===== config.mk =====
export PLATFORM = sky130hd
export DESIGN_NAME = sip_header_locator_core
export DESIGN_NICKNAME = d
export VERILOG_FILES = /design/src/rtl/core/sip_hl_pkg.sv /design/src/rtl/core/sip_hl_scanner.sv /design/src/rtl/core/sip_hl_result_fifo.sv /design/src/rtl/core/sip_header_locator_core.sv
export SDC_FILE = /design/constraint.sdc
export NUM_CORES = 1
export LEC_CHECK = 0
export BUFFER_PORTS_ARGS = -buffer_cell sky130_fd_sc_hd__buf_2
export CAP_MARGIN = 25
export CORE_ASPECT_RATIO = 1.4
export CORE_MARGIN = 1
export CORE_UTILIZATION = 49
export CTS_BUF_LIST = sky130_fd_sc_hd__clkbuf_4 sky130_fd_sc_hd__clkbuf_8
export CTS_CLUSTER_SIZE = 28
export DETAILED_ROUTE_END_ITERATION = 7
export PLACE_DENSITY = 0.66
export SYNTH_ARGS = -nofsm -noshare
export SYNTH_HDL_FRONTEND = slang
export SYNTH_HIERARCHICAL = 1
export SYNTH_SLANG_ARGS = --single-unit

===== constraint.sdc =====
create_clock -name clk -period 6.55 [get_ports clk]
set_input_delay 1.31 -clock clk [delete_from_list [all_inputs] [get_ports clk]]
set_output_delay 1.31 -clock clk [all_outputs]
set_load 0.05 [all_outputs]

===== src/rtl/core/sip_hl_pkg.sv =====
// Shared types and constants of the SIP header locator.
// Used by the scanner, the result queue and the top level; depends on nothing.
`default_nettype none

package sip_hl_pkg;

    // Width of the reported offset and length fields.
    localparam int FIELD_W = 16;

    // Default width of the internal offset counter.
    localparam int DEFAULT_OFFSET_BITS = 16;

    // Result queue depth; the input stalls while fewer than two entries are free.
    localparam int FIFO_DEPTH = 4;

    // Header kinds.
    localparam logic [1:0] KIND_FROM = 2'd0;
    localparam logic [1:0] KIND_TO   = 2'd1;
    localparam logic [1:0] KIND_CSEQ = 2'd2;

    // Status codes.
    localparam logic [1:0] STAT_MORE    = 2'd0;
    localparam logic [1:0] STAT_DONE    = 2'd1;
    localparam logic [1:0] STAT_MISSING = 2'd2;

    typedef struct packed {
        logic [1:0]         kind;
        logic [FIELD_W-1:0] start;
        logic [FIELD_W-1:0] len;
        logic [1:0]         status;
        logic               last;
    } result_t;

    // Up to two results caused by one byte; res1 is used only with res0.
    typedef struct packed {
        logic    valid0;
        logic    valid1;
        result_t res0;
        result_t res1;
    } result_push_t;

endpackage

`default_nettype wire


===== src/rtl/core/sip_hl_scanner.sv =====
// Byte scanner of the SIP header locator: state registers and next-state logic.
// Depends on sip_hl_pkg for the result types and codes.
`default_nettype none

module sip_hl_scanner
    import sip_hl_pkg::*;
#(
    parameter int OFFSET_BITS = DEFAULT_OFFSET_BITS
) (
    input  wire logic         clk,
    input  wire logic         rst_n,
    input  wire logic         accept,
    input  wire logic [7:0]   data_byte,
    input  wire logic         first,
    input  wire logic         final_req,
    input  wire logic [2:0]   want_mask,
    output result_push_t      push
);

    localparam logic [OFFSET_BITS-1:0] OFF_MAX = {OFFSET_BITS{1'b1}};
    localparam int WIDE_W = (OFFSET_BITS > FIELD_W) ? OFFSET_BITS : FIELD_W;

    localparam logic [7:0] CASE_BIT  = 8'h20;
    localparam logic [7:0] CHR_LF    = 8'h0A;
    localparam logic [7:0] CHR_CR    = 8'h0D;
    localparam logic [7:0] CHR_TAB   = 8'h09;
    localparam logic [7:0] CHR_SP    = 8'h20;
    localparam logic [7:0] CHR_COLON = 8'h3A;
    localparam logic [7:0] LC_F      = 8'h66;
    localparam logic [7:0] LC_T      = 8'h74;
    localparam logic [7:0] LC_C      = 8'h63;
    localparam logic [7:0] LC_R      = 8'h72;
    localparam logic [7:0] LC_O      = 8'h6F;
    localparam logic [7:0] LC_M      = 8'h6D;
    localparam logic [7:0] LC_S      = 8'h73;
    localparam logic [7:0] LC_E      = 8'h65;
    localparam logic [7:0] LC_Q      = 8'h71;

    localparam logic [2:0] WANT_FROM = 3'b001;
    localparam logic [2:0] WANT_TO   = 3'b010;
    localparam logic [2:0] WANT_CSEQ = 3'b100;

    typedef enum logic [13:0] {
        ST_MID   = 14'h0001,
        ST_BOL   = 14'h0002,
        ST_NAME  = 14'h0004,
        ST_VAL   = 14'h0008,
        ST_EOL   = 14'h0010,
        ST_F1    = 14'h0020,
        ST_F2    = 14'h0040,
        ST_F3    = 14'h0080,
        ST_T1    = 14'h0100,
        ST_C1    = 14'h0200,
        ST_C2    = 14'h0400,
        ST_C3    = 14'h0800,
        ST_CSWS  = 14'h1000,
        ST_CSDIG = 14'h2000
    } scan_state_t;

    typedef struct packed {
        scan_state_t state;
        logic        rep;
        logic        load;
        logic [1:0]  kind;
    } basic_out_t;

    function automatic logic is_space(input logic [7:0] c);
        return (c == CHR_SP) || (c inside {[CHR_TAB:CHR_CR]});
    endfunction

    function automatic logic is_digit(input logic [7:0] c);
        return c inside {[8'h30:8'h39]};
    endfunction

    // Handles one byte in a line-level state. On a report the state given is the
    // one taken when other headers are still pending.
    function automatic basic_out_t basic_step(
        input scan_state_t s_in,
        input logic [7:0]  c,
        input logic [2:0]  wl,
        input logic [1:0]  ch
    );
        basic_out_t  r;
        scan_state_t s;
        logic [7:0]  lc;
        lc     = c | CASE_BIT;
        r.rep  = 1'b0;
        r.load = 1'b0;
        r.kind = ch;
        s      = (s_in inside {ST_MID, ST_BOL, ST_NAME, ST_VAL, ST_EOL}) ? s_in : ST_MID;
        if (c == CHR_LF || c == CHR_CR) begin
            if (s == ST_NAME)
                s = ST_VAL;
            else if (s == ST_VAL || s == ST_EOL)
                s = ST_EOL;
            else
                s = ST_BOL;
        end else if (c == CHR_SP || c == CHR_TAB) begin
            if (s == ST_NAME || s == ST_EOL)
                s = ST_VAL;
            else if (s == ST_BOL)
                s = ST_MID;
        end else if (c == CHR_COLON) begin
            if (s == ST_NAME || s == ST_VAL) begin
                s = (ch == KIND_CSEQ) ? ST_CSWS : ST_VAL;
            end else if (s == ST_EOL) begin
                r.rep = 1'b1;
                s     = ST_MID;
            end else if (s == ST_BOL) begin
                s = ST_MID;
            end
        end else if (lc == LC_F || lc == LC_T || lc == LC_C) begin
            if (s != ST_VAL) begin
                if (s == ST_EOL) begin
                    r.rep = 1'b1;
                    s     = ST_BOL;
                end
                if (s != ST_BOL) begin
                    s = ST_MID;
                end else if (lc == LC_F) begin
                    if ((wl & WANT_FROM) != 3'b000) begin
                        s      = ST_F1;
                        r.load = 1'b1;
                        r.kind = KIND_FROM;
                    end
                end else if (lc == LC_T) begin
                    if ((wl & WANT_TO) != 3'b000) begin
                        s      = ST_T1;
                        r.load = 1'b1;
                        r.kind = KIND_TO;
                    end
                end else begin
                    if ((wl & WANT_CSEQ) != 3'b000) begin
                        s      = ST_C1;
                        r.load = 1'b1;
                        r.kind = KIND_CSEQ;
                    end
                end
            end
        end else begin
            if (s == ST_BOL || s == ST_NAME) begin
                s = ST_MID;
            end else if (s == ST_EOL) begin
                r.rep = 1'b1;
                s     = ST_MID;
            end
        end
        r.state = s;
        return r;
    endfunction

    scan_state_t            state_reg, state_next;
    logic [OFFSET_BITS-1:0] offset_reg, offset_next;
    logic [OFFSET_BITS-1:0] hstart_reg, hstart_next;
    logic [2:0]             pending_reg, pending_next;
    logic [1:0]             cur_hdr_reg, cur_hdr_next;
    logic                   active_reg, active_next;
    logic [2:0]             want_reg, want_next;

    scan_state_t            s0, nxt, back;
    logic [OFFSET_BITS-1:0] off0, hs0, off_inc, rep_end, len;
    logic [2:0]             pm0, pm1, wl0, hdr_bit;
    logic [1:0]             ch0, kind_new;
    logic                   act0, act1, act2;
    logic                   use_basic, rep_p, rep_f, rep, done, missing, load;
    logic [7:0]             lc;
    basic_out_t             bo;
    logic [WIDE_W-1:0]      start_wide, len_wide;
    result_t                rep_res, miss_res;

    always_comb
    begin
        s0   = state_reg;
        off0 = offset_reg;
        hs0  = hstart_reg;
        pm0  = pending_reg;
        ch0  = cur_hdr_reg;
        act0 = active_reg;
        wl0  = want_reg;
        if (first)
        begin
            s0   = ST_MID;
            off0 = '0;
            hs0  = '0;
            ch0  = KIND_FROM;
            wl0  = want_mask;
            pm0  = want_mask;
            act0 = 1'b1;
        end

        // A failed partial name falls back to an earlier state and the byte is
        // seen again from there, as though the skipped letters were replayed.
        lc        = data_byte | CASE_BIT;
        use_basic = 1'b0;
        back      = s0;
        nxt       = s0;
        rep_p     = 1'b0;
        load      = 1'b0;
        kind_new  = ch0;
        case (s0)
            ST_F1:
                if (lc == LC_R) nxt = ST_F2;
                else begin use_basic = 1'b1; back = ST_NAME; end
            ST_F2:
                if (lc == LC_O) nxt = ST_F3;
                else begin use_basic = 1'b1; back = ST_MID; end
            ST_F3:
                if (lc == LC_M) nxt = ST_NAME;
                else begin use_basic = 1'b1; back = ST_MID; end
            ST_T1:
                if (lc == LC_O) nxt = ST_NAME;
                else begin use_basic = 1'b1; back = ST_NAME; end
            ST_C1:
                if (lc == LC_S) nxt = ST_C2;
                else begin use_basic = 1'b1; back = ST_BOL; end
            ST_C2:
                if (lc == LC_E) nxt = ST_C3;
                else begin use_basic = 1'b1; back = ST_MID; end
            ST_C3:
                if (lc == LC_Q) nxt = ST_NAME;
                else begin use_basic = 1'b1; back = ST_MID; end
            ST_CSWS, ST_CSDIG:
                if (s0 == ST_CSWS && is_space(data_byte))
                    nxt = s0;
                else if (is_digit(data_byte))
                    nxt = ST_CSDIG;
                else
                begin
                    rep_p = 1'b1;
                    nxt   = ST_MID;
                end
            default:
                use_basic = 1'b1;
        endcase
        bo = basic_step(back, data_byte, wl0, ch0);
        if (use_basic)
        begin
            nxt      = bo.state;
            rep_p    = bo.rep;
            load     = bo.load;
            kind_new = bo.kind;
        end

        // A buffer that ends inside the CSeq number closes the span at its last byte.
        rep_f   = final_req && !rep_p && (nxt == ST_CSWS || nxt == ST_CSDIG);
        rep     = act0 && (rep_p || rep_f);
        off_inc = (off0 == OFF_MAX) ? OFF_MAX : off0 + OFFSET_BITS'(1);
        rep_end = rep_p ? off0 : off_inc;
        len     = (rep_end >= hs0) ? rep_end - hs0 : '0;
        hdr_bit = 3'b001 << ch0;
        pm1     = rep ? (pm0 & ~hdr_bit) : pm0;
        done    = rep && (pm1 == 3'b000);
        act1    = act0 && !done;
        missing = final_req && act1;
        act2    = act1 && !final_req;

        state_next   = act0 ? nxt : s0;
        hstart_next  = (act0 && load) ? off0 : hs0;
        cur_hdr_next = (act0 && load) ? kind_new : ch0;
        want_next    = wl0;
        pending_next = pm1;
        active_next  = act2;
        offset_next  = (act2 && off0 != OFF_MAX) ? off0 + OFFSET_BITS'(1) : off0;

        start_wide     = WIDE_W'(hs0);
        len_wide       = WIDE_W'(len);
        rep_res.kind   = ch0;
        rep_res.start  = start_wide[FIELD_W-1:0];
        rep_res.len    = len_wide[FIELD_W-1:0];
        rep_res.status = done ? STAT_DONE : STAT_MORE;
        rep_res.last   = !missing;

        miss_res.kind   = KIND_FROM;
        miss_res.start  = '0;
        miss_res.len    = '0;
        miss_res.status = STAT_MISSING;
        miss_res.last   = 1'b1;

        push.valid0 = accept && (rep || missing);
        push.valid1 = accept && rep && missing;
        push.res0   = rep ? rep_res : miss_res;
        push.res1   = miss_res;
    end

    always_ff @(posedge clk or negedge rst_n)
    begin
        if (!rst_n)
        begin
            state_reg   <= ST_MID;
            offset_reg  <= '0;
            hstart_reg  <= '0;
            pending_reg <= '0;
            cur_hdr_reg <= KIND_FROM;
            active_reg  <= 1'b0;
            want_reg    <= '0;
        end
        else if (accept)
        begin
            state_reg   <= state_next;
            offset_reg  <= offset_next;
            hstart_reg  <= hstart_next;
            pending_reg <= pending_next;
            cur_hdr_reg <= cur_hdr_next;
            active_reg  <= active_next;
            want_reg    <= want_next;
        end
    end

endmodule

`default_nettype wire


===== src/rtl/core/sip_hl_result_fifo.sv =====
// Result queue of the SIP header locator: takes up to two results a cycle,
// hands out one per transfer. Depends on sip_hl_pkg.
`default_nettype none

module sip_hl_result_fifo
    import sip_hl_pkg::*;
(
    input  wire logic                           clk,
    input  wire logic                           rst_n,
    input  wire result_push_t                   push,
    output logic                                out_valid,
    input  wire logic                           out_stall,
    output result_t                             head,
    output logic [$clog2(FIFO_DEPTH+1)-1:0]     level
);

    localparam int PTR_W   = $clog2(FIFO_DEPTH);
    localparam int LEVEL_W = $clog2(FIFO_DEPTH+1);

    result_t            mem_reg [FIFO_DEPTH];
    logic [PTR_W-1:0]   wr_ptr_reg, wr_ptr_next;
    logic [PTR_W-1:0]   rd_ptr_reg, rd_ptr_next;
    logic [LEVEL_W-1:0] level_reg, level_next;
    logic [1:0]         push_n;
    logic               pop;

    always_comb
    begin
        push_n      = {1'b0, push.valid0} + {1'b0, push.valid1};
        pop         = out_valid && !out_stall;
        wr_ptr_next = wr_ptr_reg + PTR_W'(push_n);
        rd_ptr_next = rd_ptr_reg + PTR_W'(pop);
        level_next  = level_reg + LEVEL_W'(push_n) - LEVEL_W'(pop);
    end

    assign out_valid = (level_reg != '0);
    assign head      = mem_reg[rd_ptr_reg];
    assign level     = level_reg;

    always_ff @(posedge clk or negedge rst_n)
    begin
        if (!rst_n)
        begin
            wr_ptr_reg <= '0;
            rd_ptr_reg <= '0;
            level_reg  <= '0;
        end
        else
        begin
            wr_ptr_reg <= wr_ptr_next;
            rd_ptr_reg <= rd_ptr_next;
            level_reg  <= level_next;
        end
    end

    always_ff @(posedge clk)
    begin
        if (push.valid0)
            mem_reg[wr_ptr_reg] <= push.res0;
        if (push.valid1)
            mem_reg[wr_ptr_reg + PTR_W'(1)] <= push.res1;
    end

endmodule

`default_nettype wire


===== src/rtl/core/sip_header_locator_core.sv =====
// SIP header locator, top level: scanner plus result queue.
// Depends on sip_hl_pkg, sip_hl_scanner and sip_hl_result_fifo.
//
// The block takes one byte of a SIP request per clock and reports where the
// From, To and CSeq headers begin (compact forms and any letter case
// accepted) and how long each is. A byte with first set restarts the scan at
// offset zero and samples want_mask. The byte's state update is done in the
// cycle of its transfer, so a byte can be taken every clock; each byte causes
// zero, one or two results, which pass through a four-entry queue, and the
// input stalls only while fewer than two queue entries are free. The first
// result of a byte can be taken on the clock after its transfer. A scan that
// ends without all requested headers gives a missing status at its last
// byte, after any result that the last byte closes.
`default_nettype none

module sip_header_locator_core
    import sip_hl_pkg::*;
#(
    parameter int OFFSET_BITS = DEFAULT_OFFSET_BITS
) (
    input  wire logic               clk,
    input  wire logic               rst_n,
    input  wire logic               in_valid,
    output logic                    in_stall,
    input  wire logic [7:0]         data_byte,
    input  wire logic               first,
    input  wire logic               final_req,
    input  wire logic [2:0]         want_mask,
    output logic                    out_valid,
    input  wire logic               out_stall,
    output logic [1:0]              header_kind,
    output logic [FIELD_W-1:0]      start_offset,
    output logic [FIELD_W-1:0]      span_length,
    output logic [1:0]              status,
    output logic                    last_of_run
);

    localparam int LEVEL_W = $clog2(FIFO_DEPTH+1);

    result_push_t       push;
    result_t            head;
    logic [LEVEL_W-1:0] level;
    logic               accept;

    // Room for two results must be there before a byte is taken.
    assign in_stall = (level > LEVEL_W'(FIFO_DEPTH - 2));
    assign accept   = in_valid && !in_stall;

    sip_hl_scanner #(
        .OFFSET_BITS (OFFSET_BITS)
    ) u_scanner (
        .clk       (clk),
        .rst_n     (rst_n),
        .accept    (accept),
        .data_byte (data_byte),
        .first     (first),
        .final_req (final_req),
        .want_mask (want_mask),
        .push      (push)
    );

    sip_hl_result_fifo u_fifo (
        .clk       (clk),
        .rst_n     (rst_n),
        .push      (push),
        .out_valid (out_valid),
        .out_stall (out_stall),
        .head      (head),
        .level     (level)
    );

    assign header_kind  = head.kind;
    assign start_offset = head.start;
    assign span_length  = head.len;
    assign status       = head.status;
    assign last_of_run  = head.last;

    a_level_bound: assert property (@(posedge clk) disable iff (!rst_n)
        level <= LEVEL_W'(FIFO_DEPTH))
        else $error("result queue overfilled");

    a_pair_marks: assert property (@(posedge clk) disable iff (!rst_n)
        push.valid1 |-> push.valid0 && push.res1.last && !push.res0.last)
        else $error("second result of a byte without proper last marks");

    a_single_last: assert property (@(posedge clk) disable iff (!rst_n)
        (push.valid0 && !push.valid1) |-> push.res0.last)
        else $error("single result of a byte not marked last");

    a_push_needs_transfer: assert property (@(posedge clk) disable iff (!rst_n)
        !accept |-> !push.valid0 && !push.valid1)
        else $error("result produced without an input transfer");

endmodule

`default_nettype wire


== Word-level counts from Yosys, hierarchy flattened ==
Memories as Yosys holds them, arrays and structs flattened.
Index checks and enable logic that the tools add are counted.

* $add $sub $neg: 8
* Order comparisons: 6
* Eq/ne operators: 39
* Shift operators: 1
* Muxes and demuxes: 96
* Bitwise gates (word level): 2
* Reduce and logical (&&, ||, !) cells: 40

{| class="wikitable"
|+ Operators with widths
! cell !! count
|-
| $mux W14 || 44
|-
| $mux W16 || 7
|-
| $pmux W14 S8 || 1
|-
| $pmux W14 S7 || 1
|-
| $eq A7 B6 Y1 const B || 9
|-
| $mux W37 || 1
|-
| $mux W3 || 11
|-
| $eq A14 B13 Y1 const B || 2
|-
| $eq A14 B14 Y1 const B || 2
|-
| $eq A14 B2 Y1 const B || 2
|-
| $eq A14 B3 Y1 const B || 2
|-
| $eq A14 B4 Y1 const B || 2
|-
| $eq A14 B5 Y1 const B || 2
|-
| $eq A8 B4 Y1 const B || 3
|-
| $mux W1 || 22
|-
| $logic_and A1 B1 Y1 || 17
|-
| $add A16 B1 Y16 const B || 1
|-
| $eq A16 B16 Y1 const B || 1
|-
| $eq A8 B6 Y1 const B || 2
|-
| $ge A16 B16 Y1 || 1
|-
| $ne A16 B16 Y1 const B || 1
|-
| $sub A16 B16 Y16 || 1
|-
| $eq A14 B1 Y1 const B || 1
|-
| $eq A14 B10 Y1 const B || 1
|-
| other kinds (34) || 55
|}

* Flip-flop bits (word level): 62
* RAM bits: 148
* Input port bits: 17
* Output and inout port bits: 39
* Logic and storage cells: 203
* Memories: 1

{| class="wikitable"
|+ Memories
! name !! depth !! bits a word !! read ports !! clocked after memory_dff !! wr ports !! line !! text
|-
| u_fifo.mem_reg || 4 || 37 || 1 || 0 || 2 || sip_hl_result_fifo.sv:20 || <nowiki>result_t mem_reg [FIFO_DEPTH];</nowiki>
|}

== Depth between registers and ports, before layout ==
* Word-level depth: 39
* Depth in mapped cells: 30
* Depth with buffers taken out: 22

== By module ==
The synthesis kept the hierarchy.

{| class="wikitable"
|+ Modules (own cells, without submodules)
! module !! times used !! cells an instance !! area each (µm²) !! seq. area each (µm²)
|-
| sip_hl_result_fifo || 1 || 398 || 7,658.6 || 4,619.4
|-
| sip_hl_scanner || 1 || 784 || 5,838.1 || 1,377.6
|-
| sip_header_locator_core || 1 || 3 || 17.5 || 0.0
|}

== Worst setup path after synthesis ==
OpenSTA, ideal clock, no wires.

* Path type: input port to flip-flop
* From: in first
* To: mem u_fifo/mem_reg[0][15] (netlist name) (data pin)
* Setup time: 0.131 ns
* Arrival: 7.230 ns
* Data required time: 6.419 ns
* Slack: -0.810 ns
* Stages on the path: 30
* Buffers on the path: 9
* Cell sequence: clkbuf_1 buf_2 buf_2 clkbuf_1 clkbuf_1 clkbuf_1 nor2_1 ha_1 nand2_1 or3_4 or4_1 buf_2 nor3_4 nand3_1 clkbuf_1 nand2_1 mux2i_1 ha_1 fa_1 nor2b_1 o21ai_0 nand2b_1 a221oi_1 or3_1 a31oi_1 a311o_1 nand3_2 buf_2 nor3_1 mux2_2

{| class="wikitable"
|+ RTL lines
! item !! line !! text
|-
| start, declared || sip_header_locator_core.sv:26 || <nowiki>input wire logic first,</nowiki>
|-
| end, declared || sip_hl_result_fifo.sv:20 ||
|}

==> reports/qor.txt <==
Status = complete, no violations
Met3 WL = 1460 um
Synth Flop Type = edfxtp_1
Syn_area_per_cell = 11.40 um2
Arr. time, crit path = 6.50 ns
Clock slew at reported path FFs = 0.06 ns
IO Port Bufs = 55
H-tree depth = 2
Final setup viols = 0
Total number of vias = 9805
CTS Sinks = 210
Antenna cells = 0
Register-to-register setup slack = 0.51 ns
Total GRT Usage = 0.2475
Routed Wire Length = 33340 um
Top sig layer = met4
Layout cells sized above 1 = 0.3106
Rows = 71
Worst hold path type = register to register
Crit path time final = 6.107 ns
Vias/cell = 5.932
Most frequent cells after synthesis = edfxtp_1, mux2_2, nand2_1
CTS resizes = 0
Fin Hold WS = 0.4920 ns
Largest net degree at the start of global routing = 63
Post-route ant nets = 0
First-pass GRT wire length = 53810 um
Max VDD drop = 0.1444 mV
Largest register FFs = 148
I/O Pins = 56
Synth top area share = 0.3289
CTS tree = built
Post-synthesis sequential area ratio = 0.4438
Worst Setup End Kind = register
CTS Buf Count = 36
Crit path cell chain = buf_2 -> buf_4 -> nor2_4 -> ha_4 -> nand2_1 -> or3_4 -> or4_4 -> nor3_4 -> nand3_2 -> nand2_1 -> mux2i_1 -> ha_2 -> fa_2 -> nor2b_1 -> o21ai_1 -> nand2b_1 -> a221oi_2 -> or3_1 -> a31oi_1 -> a311o_1 -> nand3_2 -> nor3_1 -> mux2_2
Final Skew = 0.02812 ns
Max_slew headroom = 0.3441
Leakage = 6.148 nW
Sequential cell area = 5998 um2
Fill cell count = 2398
Initial antenna violation count = 0
Die Area = 28260 um2
Area Growth Syn to Fin = 10.66%
Synthesized area = 13510 um2
Die Ht = 198.5 um
Total negative slack = 0 ns
CTS max path bufs = 3
Post-CTS Hold Fix Bufs = 0
DR WL/cell = 20.17 um
Hpwl dp = 22660 um
Multi-input logic area = 6907 um2
Fin. Hold Viols = 0
Worst-Skew Late Latency = 0.54 ns
Yosys reg bits = 210
Post-synth cell types = 93
Crit-path max FO = 13
Startpoint Class = input pin
Overflow after GRT = 0
Maxcap violations = 0
Pwr per Cell Area = 316.6 nW/um2
Initial DRC Count = 697
First drt pass iteration count = 5
Synth warnings = 6
RSZ-0062 raised after global routing = no
Root buffer cell = clkbuf_8
RePlAce Congestion = 0.9507
Post-CTS Setup Inserts = 0
Fin. max-slew vios = 0
Slowest cell delay on critical path = 0.57 ns
Final net count = 1300
Residual DRC = 0
Fin crit share = 0.9324
Synth area leaders = edfxtp_1, dfrtp_1, mux2_2
Top-count cell post-synth = edfxtp_1
Core ar. = 27010 um2
Critical Path RT = 6.94 ns
Starting Density = 0.5004
Crit Path Category = input pin to register
Achievable Freq = 0.1637 GHz
Die Width = 142.4 um
DR WL met2 = 17330 um
Metal-1 WL = 13340 um
Post-synth EDFFs = 148
Vias in the first global route = 10110
Post-synth ARST share = 0.2952
Gate Count Post-Synth = 1185
Largest area contributor in the netlist = edfxtp_1
Least-Margin Pin Slew = 0.9802 ns
Slowest cell on crit path = nor3_1
[cell type report]
type | count | share of cell area
multi-input cells | 857 | 0.4618
flip-flops and latches | 210 | 0.4011
repair buffers | 108 | 0.04660
clock buffers | 52 | 0.04158
well taps | 365 | 0.03054
inverters | 47 | 0.01180
clock inverters | 14 | 0.006526
[metal layers]
metal / GRT usage / up-vias
met3: 0.03298 / 88
met1: 0.2921 / 4808
met2: 0.4417 / 303
met5: 0 / -
met4: 0.1183 / 0
li1: - / 4606
[path summary, 6_finish.rpt]
kind                                        start                      end  depth (start not counted)
min reg2reg                  u_fifo/rd_ptr_reg[1]     u_fifo/rd_ptr_reg[1]                          1
min in group asynchronous                   rst_n     u_scanner/active_reg                          2
max in group asynchronous                   rst_n  u_scanner/hstart_reg[5]                          2
max                                         first     u_fifo/mem_reg[0][6]                         23
min                          u_fifo/rd_ptr_reg[1]     u_fifo/rd_ptr_reg[1]                          1
max reg2reg                u_scanner/state_reg[4]     u_fifo/mem_reg[0][6]                         21
[cell usage in the layout, fill, tap and decap left out, drive strengths merged, types with 21 or more instances in the layout]
master	Yosys	routed
nand2	100	100
mux4	37	37
nand3	30	30
edfxtp	148	148
clkbuf	26	52
buf	80	108
conb	2	37
mux2	154	154
a21oi	47	47
nor2b	21	21
o21ai	36	36
nor3	32	32
inv	47	47
ha	21	21
dfrtp	61	61
nor2	85	85
[where the power goes]
part | total [mW] | leakage, nW | switching [mW] | internal [mW]
Sequential | 1.73 | 2.27 | 0.160 | 1.57
Combinational | 1.81 | 3.50 | 1.16 | 0.652
Clock | 1.19 | 0.381 | 0.535 | 0.655
[worst max-delay path, delay by kind of cell]
family / cells / cell delay (ns)
AO/OA/AOI/OAI: 4 / 0.66
adder cells (fa/ha/maj): 3 / 0.77
buffers and inverters: 2 / 0.37
multiplexers: 2 / 0.35
AND/OR/NAND/NOR: 12 / 3.01
[metrics by stage]
stage / power (mW) / cell area, um2 / instances / utilization / worst slack (ns)
after global routing: 4.989 / 14950 / 1653 / 0.5537 / 0.1192
after CTS: 4.771 / 14940 / 1652 / 0.5533 / 0.5796
after global placement: 3.555 / 14200 / 1584 / 0.5259 / 0.1507
final: 4.734 / 14950 / 1653 / 0.5537 / 0.4429
after floorplan: 3.144 / 13800 / 1220 / - / 0.04096
after detailed placement: 3.571 / 14220 / 1586 / 0.5267 / 0.03668
[cell families after synthesis]
logic type	Yosys count	share of synthesized area
muxes	198	0.2029
DFF	210	0.4438
other	2	0.0005557
buffers and inverters	153	0.06305
AOI/OAI and AO/OA	216	0.1161
xor gates and xnor gates	17	0.01102
adders and majority gates	23	0.02241
and+or+nand+nor	366	0.1402
(Power assumes the default switching activity.)
